File: config.mk
export PLATFORM = sky130hd
export DESIGN_NAME = serial_command_frame_parser_top
export DESIGN_NICKNAME = d
export VERILOG_FILES = /design/src/rtl/scfp_pkg.sv /design/src/rtl/scfp_parser.sv /design/src/rtl/serial_command_frame_parser_top.sv
export SDC_FILE = /design/constraint.sdc
export NUM_CORES = 1
export LEC_CHECK = 0
export ABC_AREA = 1
export ABC_CLOCK_PERIOD_IN_PS = 5300
export BUFFER_PORTS_ARGS = -buffer_cell sky130_fd_sc_hd__buf_2
export CORE_AREA = 2 2 141 143
export CTS_BUF_LIST = sky130_fd_sc_hd__clkbuf_8
export DETAILED_ROUTE_END_ITERATION = 16
export DIE_AREA = 0 0 143 145
export GPL_TIMING_DRIVEN = 0
export SYNTH_ARGS = -nofsm -noshare
export SYNTH_HDL_FRONTEND = slang
export SYNTH_SLANG_ARGS = --single-unit
File: constraint.sdc
create_clock -name i_clk -period 5.3 [get_ports i_clk]
set_clock_uncertainty 0.05 [all_clocks]
set_input_delay 1.06 -clock i_clk [delete_from_list [all_inputs] [get_ports i_clk]]
set_output_delay 1.06 -clock i_clk [all_outputs]
set_load 0.01 [all_outputs]
File: src/rtl/scfp_pkg.sv
// Shared types and constants of the serial command frame parser.
`timescale 1ns / 1ps

package scfp_pkg;

    localparam int MAX_BODY_DEF = 9;
    localparam int BYTE_W       = 8;
    localparam int LEN_W        = 4;
    localparam int KIND_W       = 2;
    localparam int PWR_W        = 7;
    localparam int COORD_W      = 32;
    localparam int CFG_IDX_W    = 3;
    localparam int OUT_DATA_W   = 1 + PWR_W + 2 * COORD_W;

    localparam logic [LEN_W-1:0] POWER_LEN    = LEN_W'(2);
    localparam logic [LEN_W-1:0] POSITION_LEN = LEN_W'(9);

    localparam logic [KIND_W-1:0] KIND_PAUSE    = 2'd0;
    localparam logic [KIND_W-1:0] KIND_RESUME   = 2'd1;
    localparam logic [KIND_W-1:0] KIND_POWER    = 2'd2;
    localparam logic [KIND_W-1:0] KIND_POSITION = 2'd3;

    localparam logic [CFG_IDX_W-1:0] CFG_HEADER   = 3'd0;
    localparam logic [CFG_IDX_W-1:0] CFG_PAUSE    = 3'd1;
    localparam logic [CFG_IDX_W-1:0] CFG_RESUME   = 3'd2;
    localparam logic [CFG_IDX_W-1:0] CFG_POWER    = 3'd3;
    localparam logic [CFG_IDX_W-1:0] CFG_POSITION = 3'd4;

    typedef struct packed {
        logic [BYTE_W-1:0] header;
        logic [BYTE_W-1:0] pause;
        logic [BYTE_W-1:0] resume;
        logic [BYTE_W-1:0] power;
        logic [BYTE_W-1:0] position;
    } t_cfg;

    localparam t_cfg CFG_RESET = '{
        header:   8'd170,
        pause:    8'd1,
        resume:   8'd2,
        power:    8'd3,
        position: 8'd4
    };

    typedef struct packed {
        logic [KIND_W-1:0]         kind;
        logic                      tx_enabled;
        logic [PWR_W-1:0]          power_level;
        logic signed [COORD_W-1:0] latitude;
        logic signed [COORD_W-1:0] longitude;
    } t_result;

endpackage

File: src/rtl/scfp_parser.sv
// Frame parser state, body store and command dispatch.
`timescale 1ns / 1ps

module scfp_parser #(
    parameter int MAX_BODY = scfp_pkg::MAX_BODY_DEF
) (
    input  logic                        i_clk,
    input  logic                        i_rst_n,
    input  logic                        i_valid,
    input  logic [scfp_pkg::BYTE_W-1:0] i_byte,
    input  scfp_pkg::t_cfg              i_cfg,
    output logic                        o_fire,
    output scfp_pkg::t_result           o_result
);
    import scfp_pkg::*;

    typedef enum logic [1:0] {
        PH_HUNT,
        PH_LEN,
        PH_BODY
    } t_phase;

    t_phase             r_phase;
    logic [LEN_W-1:0]   r_len;
    logic [LEN_W-1:0]   r_cnt;
    logic               r_tx;
    logic [BYTE_W-1:0]  r_store [MAX_BODY];

    logic [BYTE_W-1:0]  w_view  [MAX_BODY];
    logic [LEN_W-1:0]   n_cnt;
    logic               w_last;
    logic               w_hit;
    logic               w_len_bad;
    t_result            w_res;

    // The byte in flight takes the place of the entry it is about to fill, so the
    // dispatch sees the complete body on the cycle of the last byte.
    always_comb begin
        for (int k = 0; k < MAX_BODY; k++) begin
            w_view[k] = (r_cnt == LEN_W'(k)) ? i_byte : r_store[k];
        end
    end

    assign n_cnt     = r_cnt + 1'b1;
    assign w_last    = (n_cnt >= r_len);
    assign w_len_bad = (i_byte == '0) || (i_byte > BYTE_W'(MAX_BODY));

    always_comb begin
        w_hit            = 1'b0;
        w_res            = '0;
        w_res.tx_enabled = r_tx;
        if (w_view[0] == i_cfg.pause) begin
            w_hit            = 1'b1;
            w_res.kind       = KIND_PAUSE;
            w_res.tx_enabled = 1'b0;
        end else if (w_view[0] == i_cfg.resume) begin
            w_hit            = 1'b1;
            w_res.kind       = KIND_RESUME;
            w_res.tx_enabled = 1'b1;
        end else if (w_view[0] == i_cfg.power) begin
            w_res.kind        = KIND_POWER;
            w_res.power_level = w_view[1][PWR_W-1:0];
            w_hit             = (r_len == POWER_LEN) && !w_view[1][BYTE_W-1];
        end else if (w_view[0] == i_cfg.position) begin
            w_res.kind      = KIND_POSITION;
            w_res.latitude  = {w_view[4], w_view[3], w_view[2], w_view[1]};
            w_res.longitude = {w_view[8], w_view[7], w_view[6], w_view[5]};
            w_hit           = (r_len == POSITION_LEN);
        end
    end

    assign o_fire   = i_valid && (r_phase == PH_BODY) && w_last && w_hit;
    assign o_result = w_res;

    always_ff @(posedge i_clk) begin
        if (!i_rst_n) begin
            r_phase <= PH_HUNT;
            r_len   <= '0;
            r_cnt   <= '0;
            r_tx    <= 1'b1;
        end else if (i_valid) begin
            unique case (r_phase)
                PH_LEN: begin
                    if (w_len_bad) begin
                        r_phase <= PH_HUNT;
                    end else begin
                        r_len   <= i_byte[LEN_W-1:0];
                        r_cnt   <= '0;
                        r_phase <= PH_BODY;
                    end
                end
                PH_BODY: begin
                    r_cnt <= n_cnt;
                    if (w_last) begin
                        r_phase <= PH_HUNT;
                        if (w_hit) begin
                            r_tx <= w_res.tx_enabled;
                        end
                    end
                end
                default: begin
                    r_phase <= (i_byte == i_cfg.header) ? PH_LEN : PH_HUNT;
                end
            endcase
        end
    end

    always_ff @(posedge i_clk) begin
        for (int k = 0; k < MAX_BODY; k++) begin
            if (i_valid && (r_phase == PH_BODY) && (r_cnt == LEN_W'(k))) begin
                r_store[k] <= i_byte;
            end
        end
    end

endmodule

File: src/rtl/serial_command_frame_parser_top.sv
// Top level of the serial command frame parser: stream ports, registers, pipeline.
`timescale 1ns / 1ps

// The block takes one received byte per clock cycle and returns at most one event
// word per command frame. A byte enters an input register, and while the output
// register is free the parser updates its hunt, length and body state from it and
// writes any event into the output register, so an event passes both registers.
// Both stages move together whenever the output register is empty or being taken,
// which keeps the sustained rate at one byte per cycle; back pressure on the event
// side stalls byte intake only once both registers are full. A frame
// is the header byte, a length byte of 1 to MAX_BODY, and that many body bytes: an
// opcode followed by its arguments. Pause and resume report the transmit enable
// flag they leave behind, power set needs length 2 and a level below 128, position
// set needs length 9 and carries two little-endian signed 32-bit coordinates.
// Frames that fail these checks or carry an unknown opcode produce no event. The
// five 8-bit registers (header, pause, resume, power and position codes) are
// written through the configuration channel, which is always ready, and should
// only be changed while no byte is in flight.
module serial_command_frame_parser_top #(
    parameter int MAX_BODY = scfp_pkg::MAX_BODY_DEF
) (
    input  logic                            i_clk,
    input  logic                            i_rst_n,
    // Received byte stream.
    input  logic                            i_s_tvalid,
    output logic                            o_s_tready,
    input  logic [scfp_pkg::BYTE_W-1:0]     i_s_tdata,   // [7:0] rx_byte
    // Event stream.
    output logic                            o_m_tvalid,
    input  logic                            i_m_tready,
    output logic [scfp_pkg::OUT_DATA_W-1:0] o_m_tdata,   // [0] tx_enabled,
                                                         // [7:1] power_level,
                                                         // [39:8] latitude,
                                                         // [71:40] longitude
    output logic [scfp_pkg::KIND_W-1:0]     o_m_tuser,   // [1:0] event_kind
    // Configuration write channel.
    input  logic                            i_cfg_valid,
    output logic                            o_cfg_ready,
    input  logic [scfp_pkg::CFG_IDX_W-1:0]  i_cfg_index,
    input  logic [scfp_pkg::BYTE_W-1:0]     i_cfg_data
);
    import scfp_pkg::*;

    t_cfg              r_cfg;
    logic              r_in_valid;
    logic [BYTE_W-1:0] r_in_byte;
    logic              r_out_valid;
    t_result           r_out;

    logic              w_advance;
    logic              w_fire;
    t_result           w_result;

    // The output register frees up when it is empty or its word is being taken;
    // only then does the input register hand its byte to the parser.
    assign w_advance  = !r_out_valid || i_m_tready;
    assign o_s_tready = !r_in_valid || w_advance;
    assign o_cfg_ready = 1'b1;

    always_ff @(posedge i_clk) begin
        if (!i_rst_n) begin
            r_cfg <= CFG_RESET;
        end else if (i_cfg_valid) begin
            unique case (i_cfg_index)
                CFG_HEADER:   r_cfg.header   <= i_cfg_data;
                CFG_PAUSE:    r_cfg.pause    <= i_cfg_data;
                CFG_RESUME:   r_cfg.resume   <= i_cfg_data;
                CFG_POWER:    r_cfg.power    <= i_cfg_data;
                CFG_POSITION: r_cfg.position <= i_cfg_data;
                default: ;
            endcase
        end
    end

    always_ff @(posedge i_clk) begin
        if (!i_rst_n) begin
            r_in_valid <= 1'b0;
        end else if (o_s_tready) begin
            r_in_valid <= i_s_tvalid;
        end
    end

    always_ff @(posedge i_clk) begin
        if (i_s_tvalid && o_s_tready) begin
            r_in_byte <= i_s_tdata;
        end
    end

    scfp_parser #(
        .MAX_BODY (MAX_BODY)
    ) u_parser (
        .i_clk    (i_clk),
        .i_rst_n  (i_rst_n),
        .i_valid  (r_in_valid && w_advance),
        .i_byte   (r_in_byte),
        .i_cfg    (r_cfg),
        .o_fire   (w_fire),
        .o_result (w_result)
    );

    always_ff @(posedge i_clk) begin
        if (!i_rst_n) begin
            r_out_valid <= 1'b0;
        end else if (w_advance) begin
            r_out_valid <= w_fire;
        end
    end

    always_ff @(posedge i_clk) begin
        if (w_advance && w_fire) begin
            r_out <= w_result;
        end
    end

    assign o_m_tvalid = r_out_valid;
    assign o_m_tuser  = r_out.kind;
    assign o_m_tdata  = {r_out.longitude, r_out.latitude, r_out.power_level,
                         r_out.tx_enabled};

    // Pause always leaves transmission off, resume always leaves it on.
    a_tx_flag: assert property (@(posedge i_clk) disable iff (!i_rst_n)
        o_m_tvalid && (o_m_tuser == KIND_PAUSE || o_m_tuser == KIND_RESUME)
        |-> (r_out.tx_enabled == (o_m_tuser == KIND_RESUME)))
        else $error("transmit enable flag does not match pause or resume event");

    // Fields that do not belong to the event kind are zero.
    a_unused_zero: assert property (@(posedge i_clk) disable iff (!i_rst_n)
        o_m_tvalid |->
        ((o_m_tuser == KIND_POWER) || (r_out.power_level == '0)) &&
        ((o_m_tuser == KIND_POSITION) || (r_out.latitude == '0 && r_out.longitude == '0)))
        else $error("event word carries data outside its kind");

    // Byte intake stalls only while both registers are full and the event is held.
    a_stall_full: assert property (@(posedge i_clk) disable iff (!i_rst_n)
        !o_s_tready |-> (r_in_valid && r_out_valid && !i_m_tready))
        else $error("byte intake stalled while the pipeline has room");

    // An event word appears only after a byte moved into the parser.
    a_event_src: assert property (@(posedge i_clk) disable iff (!i_rst_n)
        $rose(o_m_tvalid) |-> $past(r_in_valid))
        else $error("event word without a parsed byte");

endmodule

==> metrics.cfg, run 1 <==
[status]
status = completed

[route]
drt_iter0_markers = 425
vias = 6573
first_pass_iters = 5
viasPerCell = 4.77
route.detailed.drc = 0
wl_per_cell_um = 14.7
drt.antenna.violating_nets = 0
wirelength_mm = 20.2

[timing]
max_freq_mhz = 280
totalNegativeSetupSlack_ps = 0
slew_violations = 0
worst_hold_slack_ps = 409
min_period_over_period_pct = 67.5
max_slew_margin_pct = 43.1
hold_viol = 0
period_minus_slack_ps = 3580
max_slew.worst_pin.slew_ps = 847
finalSetupViolCount = 0
rsz0062_at_grt = no

[flow_run]
drv_cap = 0

[synth]
syn_area_sq_mm = 0.00855
synth-seq-cells = 207
avgSynthCellArea_sq_um = 9.00
synth_cell_types = 34
yosysWarnings = 0
ys_seq_area_share_pct = 59.9
netlist_instances = 950
syn-num-nets = 984

[finish]
drive_above_1_share_pct = 17.1
fin_nets = 1121
syn2layout_area_growth_pct = 18.3
antennaDiodeCount = 0
fill_cells = 1799

[setup_path]
required_ps = 5440
critical_path.max_fanout = 74
cp-end-kind = flip-flop
crit_type = flip-flop to flip-flop
arrival_ps = 3720
setup.worst_path.start_class = flip-flop

[power]
leakage_uw = 0.00433
ir_drop_mv = 0.189
powerDensity_mw_per_mm2 = 324

[placement]
io_buffers = 98
dp_hpwl_mm = 14.3
place.gp.congestion = 0.832

[global_route]
overflow = 0
antenna_found_initial = 0
first_global_vias = 6009
grt_pass1_wl_mm = 31.8
grt_usage_pct = 19.5
grt_start_max_net_pins = 75

[floorplanning]
dieArea_sq_mm = 0.0207
die_y_um = 145
placementRows = 51
ios = 101
start_util_pct = 44.5
die_x_um = 143
core_area_sq_mm = 0.0192

[clocking]
cts_resized = 0
path_clk_slew_ps = 60
postCtsSetupBuffers = 0
cts_buffer_depth = 3
cts_root_buffer = clkbuf_8
cts_buffers = 36
hold_buffers = 0
cts_htree_levels = 2
cts_tree = yes
cts.sinks = 207
clk_latency_ps = 500

[hold_path]
hp-class = flip-flop to flip-flop

[power by group]
group	total [uW]	leakage, uW	switching (uW)	internal, uW
Clock	1430	0.000419	614	816
Combinational	148	0.00222	102	45.4
Sequential	1700	0.00169	18.8	1680
Total	3280	0.00433	735	2540
[state kept, by name, indices dropped and copies added (netlist names), named ones only]
signal            count
o_m_tdata            72
o_m_tvalid            1
u_parser.r_phase      2
r_cfg                40
u_parser.r_cnt        4
u_parser.r_tx         1
o_m_tuser             2
u_parser.r_store     56
u_parser.r_len        4
r_in_valid            1
r_in_byte             8
[cells in the final DEF, fill, tap and decap left out, drive strengths merged, types with 2 or more instances in the layout]
master and instances:
nand2 188, inv 142, nor2 140, buf 112, dfxtp 109, edfxtp 98
o21ai 93, nand3 65, clkbuf 64, a21oi 44, ha 10, nand3b 9
clkinv 9, o211ai 4, nor4 4, nor3 4, xor2 3, nand4 2
a211oi 2, xnor2 2, o22ai 2, a221oi 2, bufinv 2
[Yosys cell counts (all sizes together)]
library cell	n	area, sq um
a221oi	2	17.5
a211oi	2	15.0
conb	1	3.75
nor4	4	43.8
nand4	2	12.5
o22ai	2	12.5
nor3	4	31.3
o2111ai	1	8.76
a21oi	44	220
nand3	65	325
and3	1	6.26
xnor2	2	17.5
nand2	188	721
xor2	3	26.3
buf	13	114
o211ai	4	30.0
inv	128	480
o21ai	93	465
dfxtp	109	2180
nand3b	9	67.6
ha	10	125
nor2	140	591
clkbuf	22	82.6
clkinv	3	11.3
edfxtp	98	2940
[worst paths after layout]
check / start / to / slack [ps] / cells past startpoint
setup reg to reg: u_parser.r_cnt[0] / o_m_tuser[1] / 1720 / 16
setup / recovery: u_parser.r_cnt[0] / o_m_tuser[1] / 1720 / 16
hold reg to reg: u_parser.r_tx / u_parser.r_tx / 410 / 2
hold / removal: u_parser.r_tx / u_parser.r_tx / 410 / 2
[kinds of logic after synthesis]
family / after synthesis / share of synthesized area, %
simple gates: 413 / 21.0
fa+ha+maj: 10 / 1.46
flops: 207 / 59.9
other cells: 1 / 0.0438
xor+xnor: 5 / 0.512
buf+inv: 166 / 8.05
compound gates: 148 / 9.00
[cell type report]
type,count,area (sq um),share of cell area [%]
Sequential cell,207,5120,50.6
Buffer,35,196,1.94
Multi-Input combinational cell,577,2740,27.1
Clock buffer,42,578,5.71
Inverter,131,494,4.88
Timing Repair Buffer,99,518,5.12
Clock inverter,22,138,1.36
Tap cell,265,332,3.28
[through the flow]
step                      area [sq um]  worst slack (ps)  util (%)  total power [uW]  instances
after global placement            9380              97.1      48.8              1880       1313
final                            10100              1720      52.7              3280       1378
after floorplan                   8550              1470         -              1820        950
after CTS                        10100              1810      52.7              3310       1378
after global routing             10100              1520      52.7              3400       1378
after detailed placement          9410              1830      49.0              1880       1314
[worst max-delay path, cell delays in order, from the launching register on]
cell      delay [ps]
dfxtp_1          350
inv_1            140
ha_1             160
buf_2            250
clkbuf_1         510
nand3_1          300
nand3_1          150
nand2_1           70
nand2_1          110
inv_1             60
nand2_1           50
nor2_1            70
nor2_2           210
nand3_1          130
nand2_1          270
inv_4             70
buf_16           200
[routing by layer]
metal  vias up  GRT usage (%)  part of all wire (%)
met5         -              0                     0
met3        20           4.36                   6.6
met4         0           4.95                   1.4
li1       3366              -                     -
met1      3005           28.6                    48
met2       182           29.3                    44
(Power assumes the default switching activity.)
==> run 2: changes to the inputs <==
--- a/config.mk
+++ b/config.mk
@@ -6,13 +6,14 @@
 export NUM_CORES = 1
 export LEC_CHECK = 0
 export ABC_AREA = 1
-export ABC_CLOCK_PERIOD_IN_PS = 5300
+export ABC_CLOCK_PERIOD_IN_PS = 2900
 export BUFFER_PORTS_ARGS = -buffer_cell sky130_fd_sc_hd__buf_2
 export CORE_AREA = 2 2 141 143
 export CTS_BUF_LIST = sky130_fd_sc_hd__clkbuf_8
 export DETAILED_ROUTE_END_ITERATION = 16
 export DIE_AREA = 0 0 143 145
 export GPL_TIMING_DRIVEN = 0
+export PLACE_DENSITY = 0.66
 export SYNTH_ARGS = -nofsm -noshare
 export SYNTH_HDL_FRONTEND = slang
 export SYNTH_SLANG_ARGS = --single-unit
==> constraint.sdc (replaced) <==
create_clock -name i_clk -period 2.9 [get_ports i_clk]
set_clock_uncertainty 0.05 [all_clocks]
set_input_delay 0.58 -clock i_clk [delete_from_list [all_inputs] [get_ports i_clk]]
set_output_delay 0.58 -clock i_clk [all_outputs]
set_load 0.01 [all_outputs]
==> run 2 against run 1 <==
  * The run now ends with setup timing left
  * Via count up 2.6%
  * Critical path depth decreased by 4
  * Clock power increased by 76%
  * Final cell count is 1.5% higher
  * Global-route usage is 0.15 points lower
  * Worst setup slack got worse by 1700 ps
  * Power increased by 80%
  * Design area rose by 4.2%
  * Register-to-register slack got worse by 1700 ps
  * Combinational power up 89%
==> metrics.cfg, run 2 (synthesis gave the netlist of run 1 again) <==
[status]
status = finished, violations left
violations = setup timing

[global_route]
first_global_vias = 6251
grt_pass1_wl_mm = 31.6
grt_usage_pct = 19.3
overflow = 0
antenna_found_initial = 0
grt_start_max_net_pins = 45

[route]
wirelength_mm = 20.7
viasPerCell = 4.82
drt_iter0_markers = 418
route.detailed.drc = 0
first_pass_iters = 5
wl_per_cell_um = 14.8
drt.antenna.violating_nets = 0
vias = 6744

[finish]
layout_commonest_cell = nand2_1
largest_reg_flops = 72
syn2layout_area_growth_pct = 23.3
mostFrequentLayoutCells = nand2_1, inv_1, nor2_1
fin_nets = 1139
drive_above_1_share_pct = 21.4
antennaDiodeCount = 0
fin_area_sq_mm = 0.0105

[placement]
place_area_sq_mm = 0.00949
dp_slack_ps = -616
dp_hpwl_mm = 14.2
io_buffers = 98
place.gp.congestion = 0.848

[setup_path]
crit_type = flip-flop to flip-flop
r2r_start = r_in_byte[6]
required_ps = 3120
r2r-end = o_m_tdata[0]
worst-r2r-cell-count = 12
critical_path.max_fanout = 22
setup.worst_path.start_class = flip-flop
cp-end-kind = flip-flop
rrSetupSlack_ps = -20
arrival_ps = 3140

[timing]
max_freq_mhz = 342
finalSetupViolCount = 23
hold_viol = 0
totalNegativeSetupSlack_ps = -443
max_slew.worst_pin.slew_ps = 792
worst_slack_ps = -22.1
min_period_over_period_pct = 101
slew_violations = 0
max_slew_margin_pct = 46.8
period_minus_slack_ps = 2920

[floorplanning]
placementRows = 51
core_area_sq_mm = 0.0192
start_util_pct = 44.5
die_y_um = 145
die_x_um = 143
dieArea_sq_mm = 0.0207
ios = 101

[clocking]
cts.sinks = 207
cts_buffer_depth = 3
cts_htree_levels = 2
cts_tree = yes
cts_buffers = 36
cts_root_buffer = clkbuf_8
path_clk_slew_ps = 50
clk_latency_ps = 540

[hold_path]
hold_depth = 1
hp-class = input pin to flip-flop
holdPathEnd = r_in_byte[5]
hp-start = i_s_tdata[5]

[power]
powerDensity_mw_per_mm2 = 560
ir_drop_mv = 0.310
fin_total_pwr_uw = 5900
leakage_uw = 0.00456

[flow_run]
drv_cap = 0

==> run 2: changes by cell type in the layout (fill, tap and decap cells not counted), moves of 4 or more <==
cell        before  now
clkbuf_16        0    4
clkinv_1         7    2
nand2_2          0   10
nand2_4          2    6
buf_4            2   10
nor2_1         116  112
buf_12           0    6
clkinvlp_4       0    4
nand3_1         65   58
nand2_1        186  171
nand3_2          0    7
==> run 2: critical path, cell delays in order (launching register included) <==
cell and delay (ps):
edfxtp_1 620, clkinvlp_4 430, nand3_1 230, nand3_1 100
nand2_1 70, nor2_1 40, nand2_1 80, nor2_2 70
nor2_4 150, nand3_2 120, nand2_4 130, clkinvlp_4 290
buf_12 260
==> run 2: layout make-up <==
class | instances | area [sq um]
flip-flops and latches | 207 | 5130
plain buffers | 35 | 240
clock inverters | 27 | 145
repair buffers | 116 | 749
clock buffers | 39 | 537
inverters | 131 | 504
well taps | 265 | 332
repair inverters | 1 | 7.51
fillers | 1764 | 8660
multi-input cells | 577 | 2900
==> run 2: how the worst max path moves through the flow <==
stage                            startpoint           end  slack (ps)  cells past startpoint
after floorplan           u_parser.r_cnt[0]  o_m_tdata[0]        -280                     16
after global placement    u_parser.r_cnt[3]  o_m_tdata[0]       -1210                     14
after detailed placement  u_parser.r_cnt[3]  o_m_tdata[6]        -620                     15
after CTS                 u_parser.r_cnt[0]  o_m_tdata[7]           8                     16
after global routing           r_in_byte[6]  o_m_tdata[0]         -80                     12
final                          r_in_byte[6]  o_m_tdata[0]         -20                     12
==> run 2: power breakdown <==
| group | switching [uW] | internal (uW) | leakage, uW |
|---|---|---|---|
| clock | 1170 | 1340 | 0.000420 |
| sequential | 36.0 | 3070 | 0.00170 |
| combinational | 192 | 88.8 | 0.00245 |
| total | 1400 | 4500 | 0.00456 |
==> run 2: through the flow <==
stage / instances / utilization (%) / hold slack, ps
after CTS: 1386 / 53.3 / 158
final: 1398 / 54.9 / 180
after floorplan: 950 / - / 380
after detailed placement: 1314 / 49.4 / 397
after global routing: 1398 / 54.9 / 153
after global placement: 1313 / 49.3 / 394
==> run 2: timing repair <==
| item | in CTS | in global routing |
|---|---|---|
| endpoints found under the setup margin | 74 | 73 |
| pin swaps | 1 | 4 |
| gates cloned | 1 | 5 |
| gates resized for setup | 2 | 34 |
| buffers inserted | 5 | 7 |
| hold buffers | 0 | 0 |
==> run 2: per-layer routing <==
metal	vias to the layer above	global-route usage, %	wire length [um]
li1	3397	-	-
met1	3089	27.1	9600
met2	212	29.8	9240
met3	46	4.49	1440
met4	0	5.84	449
met5	-	0	0
==> run 3: changes to the inputs <==
--- a/config.mk
+++ b/config.mk
@@ -9,7 +9,7 @@
 export ABC_CLOCK_PERIOD_IN_PS = 2900
 export BUFFER_PORTS_ARGS = -buffer_cell sky130_fd_sc_hd__buf_2
 export CORE_AREA = 2 2 141 143
-export CTS_BUF_LIST = sky130_fd_sc_hd__clkbuf_8
+export CTS_BUF_LIST = sky130_fd_sc_hd__clkbuf_16
 export DETAILED_ROUTE_END_ITERATION = 16
 export DIE_AREA = 0 0 143 145
 export GPL_TIMING_DRIVEN = 0
==> run 3 against run 2 <==
  * The run now ends clean
  * Critical path depth is 1 higher
  * First-iteration DRC count fell by 5.0%
  * Register-to-register slack improved by 96 ps
  * Wire length increased by 0.55%
  * Design area fell by 0.29%
  * Largest power group unchanged
==> metrics.cfg, run 3 (synthesis gave the netlist of run 1 again) <==
[finish]
final_util_pct = 54.7
antennaDiodeCount = 0
layout_commonest_cell = nand2_1
fin_nets = 1124
largest_reg_flops = 72
drive_above_1_share_pct = 21.2
mostFrequentLayoutCells = nand2_1, inv_1, nor2_1
finalNonFillerCells = 1371
syn2layout_area_growth_pct = 22.9

[placement]
dp_hpwl_mm = 14.2
place.gp.congestion = 0.848
io_buffers = 98
placedCellCount = 1314
dp_slack_ps = -616

[route]
wirelength_mm = 20.8
drt_iter0_markers = 397
viasPerCell = 4.87
first_pass_iters = 5
vias = 6674
drt.antenna.violating_nets = 0
wl_per_cell_um = 15.2
route.detailed.drc = 0

[timing]
slew_violations = 0
min_period_over_period_pct = 97.4
worst_slack_ps = 74.2
max_freq_mhz = 354
max_slew_margin_pct = 42.8
hold_viol = 0
period_minus_slack_ps = 2830
finalSetupViolCount = 0
max_slew.worst_pin.slew_ps = 851
totalNegativeSetupSlack_ps = 0

[setup_path]
arrival_ps = 2990
rrSetupSlack_ps = 70
critical_path.max_fanout = 22
setup.worst_path.start_class = flip-flop
required_ps = 3060
crit_type = flip-flop to flip-flop
cp-end-kind = flip-flop

[clocking]
hold_buffers = 0
cts_root_buffer = clkbuf_16
cts_buffer_depth = 3
cts_htree_levels = 1
cts_buffers = 22
cts_tree = yes
cts.sinks = 207
clk_latency_ps = 510
path_clk_slew_ps = 60

[global_route]
grt_usage_pct = 19.3
antenna_found_initial = 0
grt_pass1_wl_mm = 31.7
first_global_vias = 6246
overflow = 0
grt_start_max_net_pins = 45

[power]
powerDensity_mw_per_mm2 = 567
fin_total_pwr_uw = 5960
leakage_uw = 0.00447
ir_drop_mv = 0.386

[floorplanning]
dieArea_sq_mm = 0.0207
placementRows = 51
core_area_sq_mm = 0.0192
start_util_pct = 44.5
ios = 101
die_x_um = 143
die_y_um = 145

[flow_run]
drv_cap = 0

[hold_path]
hp-class = input pin to flip-flop

[status]
status = completed

run 3: cell count changes in the layout (fill, tap and decap cells not counted), sizes merged:
cell | before | now
clkbuf | 64 | 47
bufinv | 1 | 0
inv | 149 | 134
clkinv | 5 | 11
run 3: metrics by stage:
stage	cell area [sq um]	hold WS [ps]
4_1_cts	10200	194
5_1_grt	10500	189
3_3_place_gp	9470	394
3_5_place_dp	9490	397
6_report	10500	206
2_1_floorplan	8650	380
run 3: metal layers:
layer  GRT usage [%]  vias up  share of wire (%)
met3            3.66       38                6.0
met4            5.25        0                2.4
met5               0        -                  0
li1                -     3369                  -
met1            27.3     3092                 46
met2            30.2      175                 46
run 3: critical path, cell delays in order, from the launching register on:
cell	delay, ps
edfxtp_1	580
clkinv_2	310
nand3_1	210
nand2_1	100
nand2_1	60
nand2_1	50
nor2_1	130
nand2_2	100
nor2_2	160
nand3_2	100
nand3_4	110
nand2_4	90
clkinvlp_4	270
buf_12	210
run 3: final timing paths:
kind,startpoint,to,depth (start not counted)
worst min-delay path,i_s_tdata[0],r_in_byte[0],1
worst max register to register,r_in_byte[5],o_m_tdata[3],13
worst min register to register,u_parser.r_store[1][13],u_parser.r_store[1][13],2
worst max-delay path,r_in_byte[5],o_m_tdata[3],13
run 3: repair_timing:
| item | 4_1_cts | 5_1_grt |
|---|---|---|
| setup endpoints to repair | 74 | 89 |
| cloned | 1 | 5 |
| gates resized for setup | 2 | 39 |
| buffers inserted | 3 | 9 |
| pin swaps | 0 | 10 |
run 3: where the power goes:
| group | internal [uW] | switching [uW] | leakage [uW] | total, uW |
|---|---|---|---|---|
| clock network | 1440 | 1130 | 0.000351 | 2570 |
| registers | 3070 | 36.3 | 0.00170 | 3110 |
| logic | 89.8 | 194 | 0.00243 | 283 |
| total | 4600 | 1360 | 0.00447 | 5960 |
run 3: layout make-up:
cell class                      instances  area, sq um
Clock inverter                         17         88.8
Clock buffer                           23          576
Buffer                                 34          235
Inverter                              131          504
Multi-Input combinational cell        577         2920
Timing Repair inverter                  1         7.51
Sequential cell                       207         5130
Timing Repair Buffer                  116          723
Fill cell                            1786         8690
Tap cell                              265          332
